File: src/rtl/tpdc_pkg.sv
`timescale 1ns / 1ps

package tpdc_pkg;

  // coordinate and register widths
  localparam int COORD_W  = 16;
  localparam int THRESH_W = 32;
  localparam int CFG_IDX_W = 3;
  localparam int CFG_DATA_W = 32;
  localparam int KIND_W = 2;

  typedef logic signed [COORD_W-1:0] coord_t;

  // request types
  localparam logic REQ_POINT = 1'b0;
  localparam logic REQ_END   = 1'b1;

  // result kinds
  localparam logic [KIND_W-1:0] KIND_APPEND       = 2'd0;
  localparam logic [KIND_W-1:0] KIND_APPEND_CLOSE = 2'd1;
  localparam logic [KIND_W-1:0] KIND_CLOSE        = 2'd2;

  // configuration register indexes
  localparam logic [CFG_IDX_W-1:0] CFG_LEFT      = 3'd0;
  localparam logic [CFG_IDX_W-1:0] CFG_TOP       = 3'd1;
  localparam logic [CFG_IDX_W-1:0] CFG_RIGHT     = 3'd2;
  localparam logic [CFG_IDX_W-1:0] CFG_BOTTOM    = 3'd3;
  localparam logic [CFG_IDX_W-1:0] CFG_THRESHOLD = 3'd4;

  typedef struct packed {
    logic              req_type;
    coord_t            x;
    coord_t            y;
  } item_t;

  typedef struct packed {
    logic [KIND_W-1:0] kind;
    coord_t            x;
    coord_t            y;
    logic              last;
  } result_t;

endpackage

File: src/rtl/tpdc_if.sv
`timescale 1ns / 1ps

// trace point input channel
interface tpdc_in_if import tpdc_pkg::*; ();
  logic   valid;
  logic   ready;
  logic   req_type;
  coord_t point_x;
  coord_t point_y;

  modport source (output valid, output req_type, output point_x, output point_y,
                  input ready);
  modport sink   (input valid, input req_type, input point_x, input point_y,
                  output ready);
endinterface

// polyline command output channel
interface tpdc_out_if import tpdc_pkg::*; ();
  logic              valid;
  logic              ready;
  logic [KIND_W-1:0] out_kind;
  coord_t            out_x;
  coord_t            out_y;
  logic              last_of_run;

  modport source (output valid, output out_kind, output out_x, output out_y,
                  output last_of_run, input ready);
  modport sink   (input valid, input out_kind, input out_x, input out_y,
                  input last_of_run, output ready);
endinterface

// register write channel
interface tpdc_cfg_if import tpdc_pkg::*; ();
  logic                  valid;
  logic                  ready;
  logic [CFG_IDX_W-1:0]  index;
  logic [CFG_DATA_W-1:0] data;

  modport source (output valid, output index, output data, input ready);
  modport sink   (input valid, input index, input data, output ready);
endinterface

File: src/rtl/trace_point_decimate_clip_unit.sv
`timescale 1ns / 1ps

// Trace point decimator and rectangle clipper. Each trace point transaction on
// in_chan after the first of a trace is compared with the last kept point: it
// is kept only when its squared distance exceeds the threshold register, and
// kept points are turned into polyline commands on out_chan (append, append
// then close, close only), clipped to the inclusive rectangle held in the bound
// registers. An end of trace transaction flushes the latest unkept point when
// it is drawable and always closes the polyline. A point that is dropped gives
// no output transaction; a re-entry into the rectangle gives two, with
// last_of_run set on the second. Rate: an item that causes at most one result
// is taken every cycle while out_chan is ready; one that causes two results
// holds the single result port until both have gone out, and the next item
// waits. An accepted item passes through one input register, then the decision
// logic (one 16x16 square per axis, a 33-bit sum and compare) writes a
// two-entry result queue that drives out_chan. The registers must be written
// only while the block is idle, which it does not enforce; cfg_ready is always high.

module trace_point_decimate_clip_unit import tpdc_pkg::*; (
  input  logic           clk,
  input  logic           rst_n,
  tpdc_in_if.sink        in_chan,
  tpdc_out_if.source     out_chan,
  tpdc_cfg_if.sink       cfg_chan
);

  // inclusive rectangle test
  function automatic logic pt_in_rect(input coord_t px, input coord_t py,
                                      input coord_t l, input coord_t t,
                                      input coord_t r, input coord_t b);
    pt_in_rect = (px >= l) && (px <= r) && (py >= t) && (py <= b);
  endfunction

  // configuration registers
  coord_t              left_r, top_r, right_r, bottom_r;
  logic [THRESH_W-1:0] thresh_r;

  // tracking state
  logic   awaiting_first_r, awaiting_first_nxt;
  logic   drawing_active_r, drawing_active_nxt;
  coord_t kept_x_r, kept_x_nxt, kept_y_r, kept_y_nxt;
  coord_t latest_x_r, latest_x_nxt, latest_y_r, latest_y_nxt;

  // input register
  item_t item_r;
  logic  item_valid_r, item_valid_nxt;

  // result queue, entry 0 is the head
  result_t    q_r [2];
  result_t    q0_nxt, q1_nxt;
  logic [1:0] q_count_r, q_count_nxt;

  logic       in_xfer, out_pop, process;
  logic [1:0] q_left;

  // decision results
  result_t    res0, res1;
  logic [1:0] n_res;

  // distance datapath
  logic [COORD_W:0]     dx, dy, dx_neg, dy_neg;
  logic [COORD_W-1:0]   adx, ady;
  logic [2*COORD_W-1:0] sqx, sqy;
  logic [2*COORD_W:0]   dist_sq;
  logic                 far, pt_in, latest_in, latest_moved;

  // ---------------------------------------------------------------------------
  // handshakes
  // ---------------------------------------------------------------------------
  assign cfg_chan.ready = 1'b1;

  assign out_pop = out_chan.valid && out_chan.ready;
  // occupancy once the head transaction has gone out this cycle
  assign q_left  = q_count_r - {1'b0, out_pop};
  // an item is resolved only into an empty queue, room for two results
  assign process = item_valid_r && (q_left == 2'd0);

  assign in_chan.ready = !item_valid_r || process;
  assign in_xfer       = in_chan.valid && in_chan.ready;

  assign out_chan.valid       = (q_count_r != 2'd0);
  assign out_chan.out_kind    = q_r[0].kind;
  assign out_chan.out_x       = q_r[0].x;
  assign out_chan.out_y       = q_r[0].y;
  assign out_chan.last_of_run = q_r[0].last;

  // ---------------------------------------------------------------------------
  // squared distance from the last kept point, exact in 33 bits
  // ---------------------------------------------------------------------------
  assign dx      = {item_r.x[COORD_W-1], item_r.x} - {kept_x_r[COORD_W-1], kept_x_r};
  assign dy      = {item_r.y[COORD_W-1], item_r.y} - {kept_y_r[COORD_W-1], kept_y_r};
  assign dx_neg  = -dx;
  assign dy_neg  = -dy;
  assign adx     = dx[COORD_W] ? dx_neg[COORD_W-1:0] : dx[COORD_W-1:0];
  assign ady     = dy[COORD_W] ? dy_neg[COORD_W-1:0] : dy[COORD_W-1:0];
  assign sqx     = adx * adx;
  assign sqy     = ady * ady;
  assign dist_sq = {1'b0, sqx} + {1'b0, sqy};
  assign far     = dist_sq > {1'b0, thresh_r};

  assign pt_in        = pt_in_rect(item_r.x, item_r.y, left_r, top_r, right_r, bottom_r);
  assign latest_in    = pt_in_rect(latest_x_r, latest_y_r, left_r, top_r, right_r,
                                   bottom_r);
  assign latest_moved = (latest_x_r != kept_x_r) || (latest_y_r != kept_y_r);

  // ---------------------------------------------------------------------------
  // per-item decision
  // ---------------------------------------------------------------------------
  always_comb begin
    res0               = '0;
    res1               = '0;
    n_res              = 2'd0;
    awaiting_first_nxt = awaiting_first_r;
    drawing_active_nxt = drawing_active_r;
    kept_x_nxt         = kept_x_r;
    kept_y_nxt         = kept_y_r;
    latest_x_nxt       = latest_x_r;
    latest_y_nxt       = latest_y_r;

    if (item_r.req_type == REQ_END) begin
      // flush the latest unkept point if it is drawable, always close
      if (!awaiting_first_r && latest_moved && (drawing_active_r || latest_in)) begin
        res0 = '{kind: KIND_APPEND_CLOSE, x: latest_x_r, y: latest_y_r, last: 1'b1};
      end else begin
        res0 = '{kind: KIND_CLOSE, x: '0, y: '0, last: 1'b1};
      end
      n_res              = 2'd1;
      awaiting_first_nxt = 1'b1;
      drawing_active_nxt = 1'b0;
    end else begin
      if (awaiting_first_r) begin
        // first point of a trace: appended when inside, drawing stays off
        awaiting_first_nxt = 1'b0;
        kept_x_nxt         = item_r.x;
        kept_y_nxt         = item_r.y;
        if (pt_in) begin
          res0  = '{kind: KIND_APPEND, x: item_r.x, y: item_r.y, last: 1'b1};
          n_res = 2'd1;
        end
      end else if (far) begin
        if (drawing_active_r) begin
          if (pt_in) begin
            res0  = '{kind: KIND_APPEND, x: item_r.x, y: item_r.y, last: 1'b1};
          end else begin
            // leaving the rectangle ends the polyline
            res0  = '{kind: KIND_APPEND_CLOSE, x: item_r.x, y: item_r.y, last: 1'b1};
            drawing_active_nxt = 1'b0;
          end
          n_res = 2'd1;
        end else if (pt_in) begin
          // re-entry: previous kept point, then this one
          res0  = '{kind: KIND_APPEND, x: kept_x_r, y: kept_y_r, last: 1'b0};
          res1  = '{kind: KIND_APPEND, x: item_r.x, y: item_r.y, last: 1'b1};
          n_res = 2'd2;
          drawing_active_nxt = 1'b1;
        end
        kept_x_nxt = item_r.x;
        kept_y_nxt = item_r.y;
      end
      latest_x_nxt = item_r.x;
      latest_y_nxt = item_r.y;
    end
  end

  // ---------------------------------------------------------------------------
  // input register and result queue next values
  // ---------------------------------------------------------------------------
  always_comb begin
    if (in_xfer) begin
      item_valid_nxt = 1'b1;
    end else if (process) begin
      item_valid_nxt = 1'b0;
    end else begin
      item_valid_nxt = item_valid_r;
    end

    q0_nxt      = out_pop ? q_r[1] : q_r[0];
    q1_nxt      = q_r[1];
    q_count_nxt = q_left;
    if (process) begin
      q0_nxt      = res0;
      q1_nxt      = res1;
      q_count_nxt = n_res;
    end
  end

  // ---------------------------------------------------------------------------
  // registers
  // ---------------------------------------------------------------------------
  always_ff @(posedge clk) begin
    if (!rst_n) begin
      left_r   <= '0;
      top_r    <= '0;
      right_r  <= '0;
      bottom_r <= '0;
      thresh_r <= '0;
    end else if (cfg_chan.valid && cfg_chan.ready) begin
      case (cfg_chan.index)
        CFG_LEFT:      left_r   <= cfg_chan.data[COORD_W-1:0];
        CFG_TOP:       top_r    <= cfg_chan.data[COORD_W-1:0];
        CFG_RIGHT:     right_r  <= cfg_chan.data[COORD_W-1:0];
        CFG_BOTTOM:    bottom_r <= cfg_chan.data[COORD_W-1:0];
        CFG_THRESHOLD: thresh_r <= cfg_chan.data[THRESH_W-1:0];
        default: begin
        end
      endcase
    end
  end

  always_ff @(posedge clk) begin
    if (!rst_n) begin
      awaiting_first_r <= 1'b1;
      drawing_active_r <= 1'b0;
      kept_x_r         <= '0;
      kept_y_r         <= '0;
      latest_x_r       <= '0;
      latest_y_r       <= '0;
      item_valid_r     <= 1'b0;
      q_count_r        <= 2'd0;
    end else begin
      if (process) begin
        awaiting_first_r <= awaiting_first_nxt;
        drawing_active_r <= drawing_active_nxt;
        kept_x_r         <= kept_x_nxt;
        kept_y_r         <= kept_y_nxt;
        latest_x_r       <= latest_x_nxt;
        latest_y_r       <= latest_y_nxt;
      end
      item_valid_r <= item_valid_nxt;
      q_count_r    <= q_count_nxt;
    end
  end

  // payload registers, no reset
  always_ff @(posedge clk) begin
    if (in_xfer) begin
      item_r <= '{req_type: in_chan.req_type, x: in_chan.point_x, y: in_chan.point_y};
    end
    q_r[0] <= q0_nxt;
    q_r[1] <= q1_nxt;
  end

  // ---------------------------------------------------------------------------
  // assertions
  // ---------------------------------------------------------------------------

  // the result queue never holds more than two transactions
  a_queue_bound: assert property (@(posedge clk) disable iff (!rst_n)
    q_count_r != 2'd3)
    else $error("result queue overflow");

  // with two results queued the head is the first of a pair
  a_pair_order: assert property (@(posedge clk) disable iff (!rst_n)
    (q_count_r == 2'd2) |-> (!q_r[0].last && q_r[1].last))
    else $error("result pair out of order");

  // an end of trace rearms the first-point logic and stops drawing
  a_end_rearm: assert property (@(posedge clk) disable iff (!rst_n)
    (process && (item_r.req_type == REQ_END)) |=> (awaiting_first_r && !drawing_active_r))
    else $error("end of trace did not rearm");

  // a close-only transaction carries a zero point
  a_close_zero: assert property (@(posedge clk) disable iff (!rst_n)
    (out_chan.valid && (out_chan.out_kind == KIND_CLOSE)) |->
      ((out_chan.out_x == '0) && (out_chan.out_y == '0) && out_chan.last_of_run))
    else $error("close-only result carries a point");

endmodule

File: src/flat_wrapper.sv
// flat-port wrapper written by rule: the top's interface ports become plain ports
module trace_point_decimate_clip_unit_flat import tpdc_pkg::*;
  (clk, rst_n, in_chan_valid, in_chan_req_type, in_chan_point_x, in_chan_point_y, in_chan_ready, out_chan_valid, out_chan_out_kind, out_chan_out_x, out_chan_out_y, out_chan_last_of_run, out_chan_ready, cfg_chan_valid, cfg_chan_index, cfg_chan_data, cfg_chan_ready);
  tpdc_in_if in_chan_i ();
  tpdc_out_if out_chan_i ();
  tpdc_cfg_if cfg_chan_i ();
  input  logic clk;
  input  logic rst_n;
  input wire logic [$bits(in_chan_i.valid)-1:0] in_chan_valid;
  input wire logic [$bits(in_chan_i.req_type)-1:0] in_chan_req_type;
  input wire logic [$bits(in_chan_i.point_x)-1:0] in_chan_point_x;
  input wire logic [$bits(in_chan_i.point_y)-1:0] in_chan_point_y;
  output wire logic [$bits(in_chan_i.ready)-1:0] in_chan_ready;
  output wire logic [$bits(out_chan_i.valid)-1:0] out_chan_valid;
  output wire logic [$bits(out_chan_i.out_kind)-1:0] out_chan_out_kind;
  output wire logic [$bits(out_chan_i.out_x)-1:0] out_chan_out_x;
  output wire logic [$bits(out_chan_i.out_y)-1:0] out_chan_out_y;
  output wire logic [$bits(out_chan_i.last_of_run)-1:0] out_chan_last_of_run;
  input wire logic [$bits(out_chan_i.ready)-1:0] out_chan_ready;
  input wire logic [$bits(cfg_chan_i.valid)-1:0] cfg_chan_valid;
  input wire logic [$bits(cfg_chan_i.index)-1:0] cfg_chan_index;
  input wire logic [$bits(cfg_chan_i.data)-1:0] cfg_chan_data;
  output wire logic [$bits(cfg_chan_i.ready)-1:0] cfg_chan_ready;
  assign in_chan_i.valid = in_chan_valid;
  assign in_chan_i.req_type = in_chan_req_type;
  assign in_chan_i.point_x = in_chan_point_x;
  assign in_chan_i.point_y = in_chan_point_y;
  assign in_chan_ready = in_chan_i.ready;
  assign out_chan_valid = out_chan_i.valid;
  assign out_chan_out_kind = out_chan_i.out_kind;
  assign out_chan_out_x = out_chan_i.out_x;
  assign out_chan_out_y = out_chan_i.out_y;
  assign out_chan_last_of_run = out_chan_i.last_of_run;
  assign out_chan_i.ready = out_chan_ready;
  assign cfg_chan_i.valid = cfg_chan_valid;
  assign cfg_chan_i.index = cfg_chan_index;
  assign cfg_chan_i.data = cfg_chan_data;
  assign cfg_chan_ready = cfg_chan_i.ready;
  trace_point_decimate_clip_unit u_core (.clk(clk), .rst_n(rst_n), .in_chan(in_chan_i), .out_chan(out_chan_i), .cfg_chan(cfg_chan_i));
endmodule
File: config.mk
export PLATFORM = sky130hd
export DESIGN_NAME = trace_point_decimate_clip_unit_flat
export DESIGN_NICKNAME = d
export VERILOG_FILES = /design/src/rtl/tpdc_pkg.sv /design/src/rtl/tpdc_if.sv /design/src/rtl/trace_point_decimate_clip_unit.sv /design/src/flat_wrapper.sv
export SDC_FILE = /design/constraint.sdc
export NUM_CORES = 2
export LEC_CHECK = 0
export BUFFER_PORTS_ARGS = -buffer_cell sky130_fd_sc_hd__buf_2
export CORE_ASPECT_RATIO = 1.75
export CORE_MARGIN = 10
export CORE_UTILIZATION = 56
export DETAILED_ROUTE_END_ITERATION = 10
export PLACE_DENSITY = 0.73
export RECOVER_POWER = 100
export SLEW_MARGIN = 20
export SYNTH_ARGS = -nofsm -noshare
export SYNTH_HDL_FRONTEND = slang
export SYNTH_SLANG_ARGS = --single-unit
File: constraint.sdc
create_clock -name clk -period 17.3 [get_ports clk]
set_input_delay 1.73 -clock clk [delete_from_list [all_inputs] [get_ports clk]]
set_output_delay 1.73 -clock clk [all_outputs]
set_load 0.02 [all_outputs]
==> run_results.csv <==
group,metric,value,unit
setup_path,cp-start-kind,"flip-flop",
synth,syn_area,32100,um^2
setup_path,worstSetupPathType,"flip-flop to flip-flop",
clock_network,clk_latency,0.58,ns
clock_network,postCtsSetupBuffers,0,
setup_path,worst_path_max_delay_cell,"o21ai_2",
timing,rsz0062_at_grt,"false",
setup_path,cp_common_cell,"fa_1",
setup_path,cpPeakStageDelay,1.19,ns
die,dieWidth,201,um
grt,grt-ovfl-total,0,
grt,grt_pass1_vias,26800,
synth,syn_nets,4470,
synth,synth_commonest_cells,"inv_1 (705), nand2_1 (469), fa_1 (390)",
synth,yosys_register_bits,266,
run_status,violations,"capacitance limit, slew limit",
clock_network,h-tree-depth,1,
grt,antenna_found_initial,0,
die,rows,116,
timing,post-route-min-period,15.27,ns
placement,port_buffers,109,
grt,track_usage,28.4,%
route,wl_per_cell,21.7,um
clock_network,cts-root-buf,"clkbuf_16",
synth,postSynthAreaPerCell,8.87,um^2
timing,maxSlewHeadroom,-162,%
timing,finalHoldViolCount,0,
grt,grt_max_degree,101,
synth,synth_top_area_cell,"fa_1",
final_layout,drive_above_1_share,5.28,%
timing,fin_hold_ws,0.466,ns
clock_network,cts_tree,"built",
synth,synth_flop_cell,"dfxtp_1",
synth,seq_area_frac_synth,19.7,%
placement,place.gp.congestion,0.982,
timing,finalClockSkew,0.0282,ns
die,die_h,337,um
route,drc,0,
grt,grt_first_pass_wirelength,148000,um
setup_path,path_max_fanout,26,
setup_path,worstPathArrival,15.69,ns
placement,place_hpwl,77900,um
placement,place_ws,2.78,ns
setup_path,worstPathRequired,17.72,ns
synth,synth_edf_count,101,
route,ant_nets,0,
route,vias,25400,
route,routed_wl,96300,um
die,dieArea,67700,um^2
clock_network,cts_hold_buffers,0,
hold_path,whs_path_depth,2,
route,dr.pass1.iters,6,
final_layout,utilization,59.5,%
synth,synth_top_area_share,24.3,%
hold_path,hp-class,"flip-flop to flip-flop",
die,io-pin-count,111,
run_status,status,"complete, but fails checks",
synth,yosysMostFrequentCell,"inv_1",
clock_network,numCtsBuffers,24,
synth,syn_inst,3622,
clock_network,cts_resized,0,
final_layout,area_growth,5.53,%
die,core_area,57000,um^2
synth,yosys_warnings,0,
route,drt_iter0_markers,1684,
timing,maxClockFrequency,65.5,MHz
timing,finalCritPeriodShare,88.2,%
timing,setup_viol,0,
synth,synth.distinct_cells,92,
final_layout,num-nets-final,4488,
timing,fin_ws,2.03,ns
clock_network,clkTransAtPathRegs,0.07,ns
timing,tns,0,ns
flow_run,maxCapViolCount,9,
route,viasPerCell,5.73,
synth,synthArstFlopShare,0,%
synth,synth.area.top_cells,"fa_1 (24%), ha_1 (15%), dfxtp_1 (10%), edfxtp_1 (9.4%), inv_1 (8.2%)",
timing,slew_viol_final,447,
setup_path,r2r_cells,47,
die,initial_utilization,56.3,%
clock_network,clock_path_buffers,3,
setup_path,cp-end-kind,"flip-flop",
timing,worst_pin_slew,3.93,ns
clock_network,clock_sinks,266,
==> placed cells by master (no fill, tap or decap), types with 6 or more instances in the layout <==
cell type  netlist  final
inv_1          705    706
nand2_1        469    468
fa_1           390    390
ha_1           385    385
nor2_1         233    232
dfxtp_1        165    165
a21boi_0       140    140
o21ai_0        124    124
edfxtp_1       101    101
a21oi_1         96     96
xnor2_1         81     77
buf_2            6     63
nand3_1         63     62
clkbuf_1       101     54
a21o_1          46     46
and3_1          45     45
nand4_1         32     32
buf_4           37     31
nand2b_1        29     29
o21a_1          28     29
xor2_1          30     29
nor2b_1         28     28
a221o_1         28     28
nor3_1          26     26
or2_2           27     26
clkbuf_16        0     25
o211ai_1        13     13
and2_1          15     11
a211oi_1        10     11
or3_1           10     10
nor4_1           8      8
o2111ai_1        7      7
and4_1           7      7
a2111oi_0        6      6
a211o_1          6      6
o21bai_1         6      6
==> sequential cells by signal, summed over array words and instances, names as in the netlist <==
signal	cells
u_core.drawing_active_r	1
u_core.thresh_r	32
u_core.kept_y_r	16
u_core.q_r	68
u_core.kept_x_r	16
u_core.top_r	16
u_core.latest_x_r	16
u_core.latest_y_r	16
u_core.q_count_r	2
u_core.awaiting_first_r	1
u_core.right_r	16
u_core.left_r	16
u_core.item_r	33
u_core.bottom_r	16
u_core.item_valid_r	1
==> area by class of cell <==
class / count / area (um^2)
well taps: 767 / 960
flip-flops and latches: 266 / 6340
repair buffers: 144 / 736
diodes: 1 / 2.50
inverters: 711 / 2670
clock buffers: 35 / 717
clock inverters: 9 / 113
multi-input cells: 2493 / 22400
fillers: 5130 / 23100
==> per-layer routing <==
metal  global-route usage, %  vias up  share of wire, %
li1                        -    11700                 -
met2                    53.1     1008                53
met5                       0        -                 0
met3                    2.97      379               5.1
met1                    28.3    12300                33
met4                    22.4        0               9.0
==> critical path, delay by kind of cell (launching register included) <==
| family | cells | cell delay [ns] |
|---|---|---|
| AO/OA/AOI/OAI | 17 | 5.55 |
| XOR/XNOR | 1 | 0.98 |
| adder cells (fa/ha/maj) | 12 | 5.17 |
| buffers and inverters | 7 | 1.29 |
| flip-flops | 1 | 0.46 |
| multiplexers | 1 | 0.25 |
| AND/OR/NAND/NOR | 9 | 1.38 |
==> through the flow <==
step | instances | cell area (um^2)
2_1_floorplan | 3622 | 32100
3_3_place_gp | 4381 | 33200
3_5_place_dp | 4381 | 33200
4_1_cts | 4425 | 34000
5_1_grt | 4425 | 33900
6_report | 4426 | 33900
==> cells by family (layout without fill, tap and decap cells) <==
| logic type | Yosys count | after routing | synth area share (%) |
|---|---|---|---|
| simple gates | 1010 | 1010 | 14.1 |
| buf+inv | 863 | 899 | 10.7 |
| fa+ha+maj | 775 | 775 | 39.3 |
| compound gates | 587 | 587 | 12.9 |
| flops | 266 | 266 | 19.7 |
| xor+xnor | 112 | 112 | 3.10 |
| mux | 8 | 8 | 0.269 |
| other cells | 1 | 2 | 0.0117 |
==> worst paths after layout <==
kind	start	end	slack (ns)
worst max-delay path	u_core.item_r[0]	u_core.q_r[0][15]	2.03
worst min-delay path	u_core.thresh_r[9]	u_core.thresh_r[9]	0.47
worst max register to register	u_core.item_r[0]	u_core.q_r[0][15]	2.03
worst min register to register	u_core.thresh_r[9]	u_core.thresh_r[9]	0.47
Power is not shown: default switching activity piles up to over one toggle a cycle in this logic, so the estimate is an artifact.
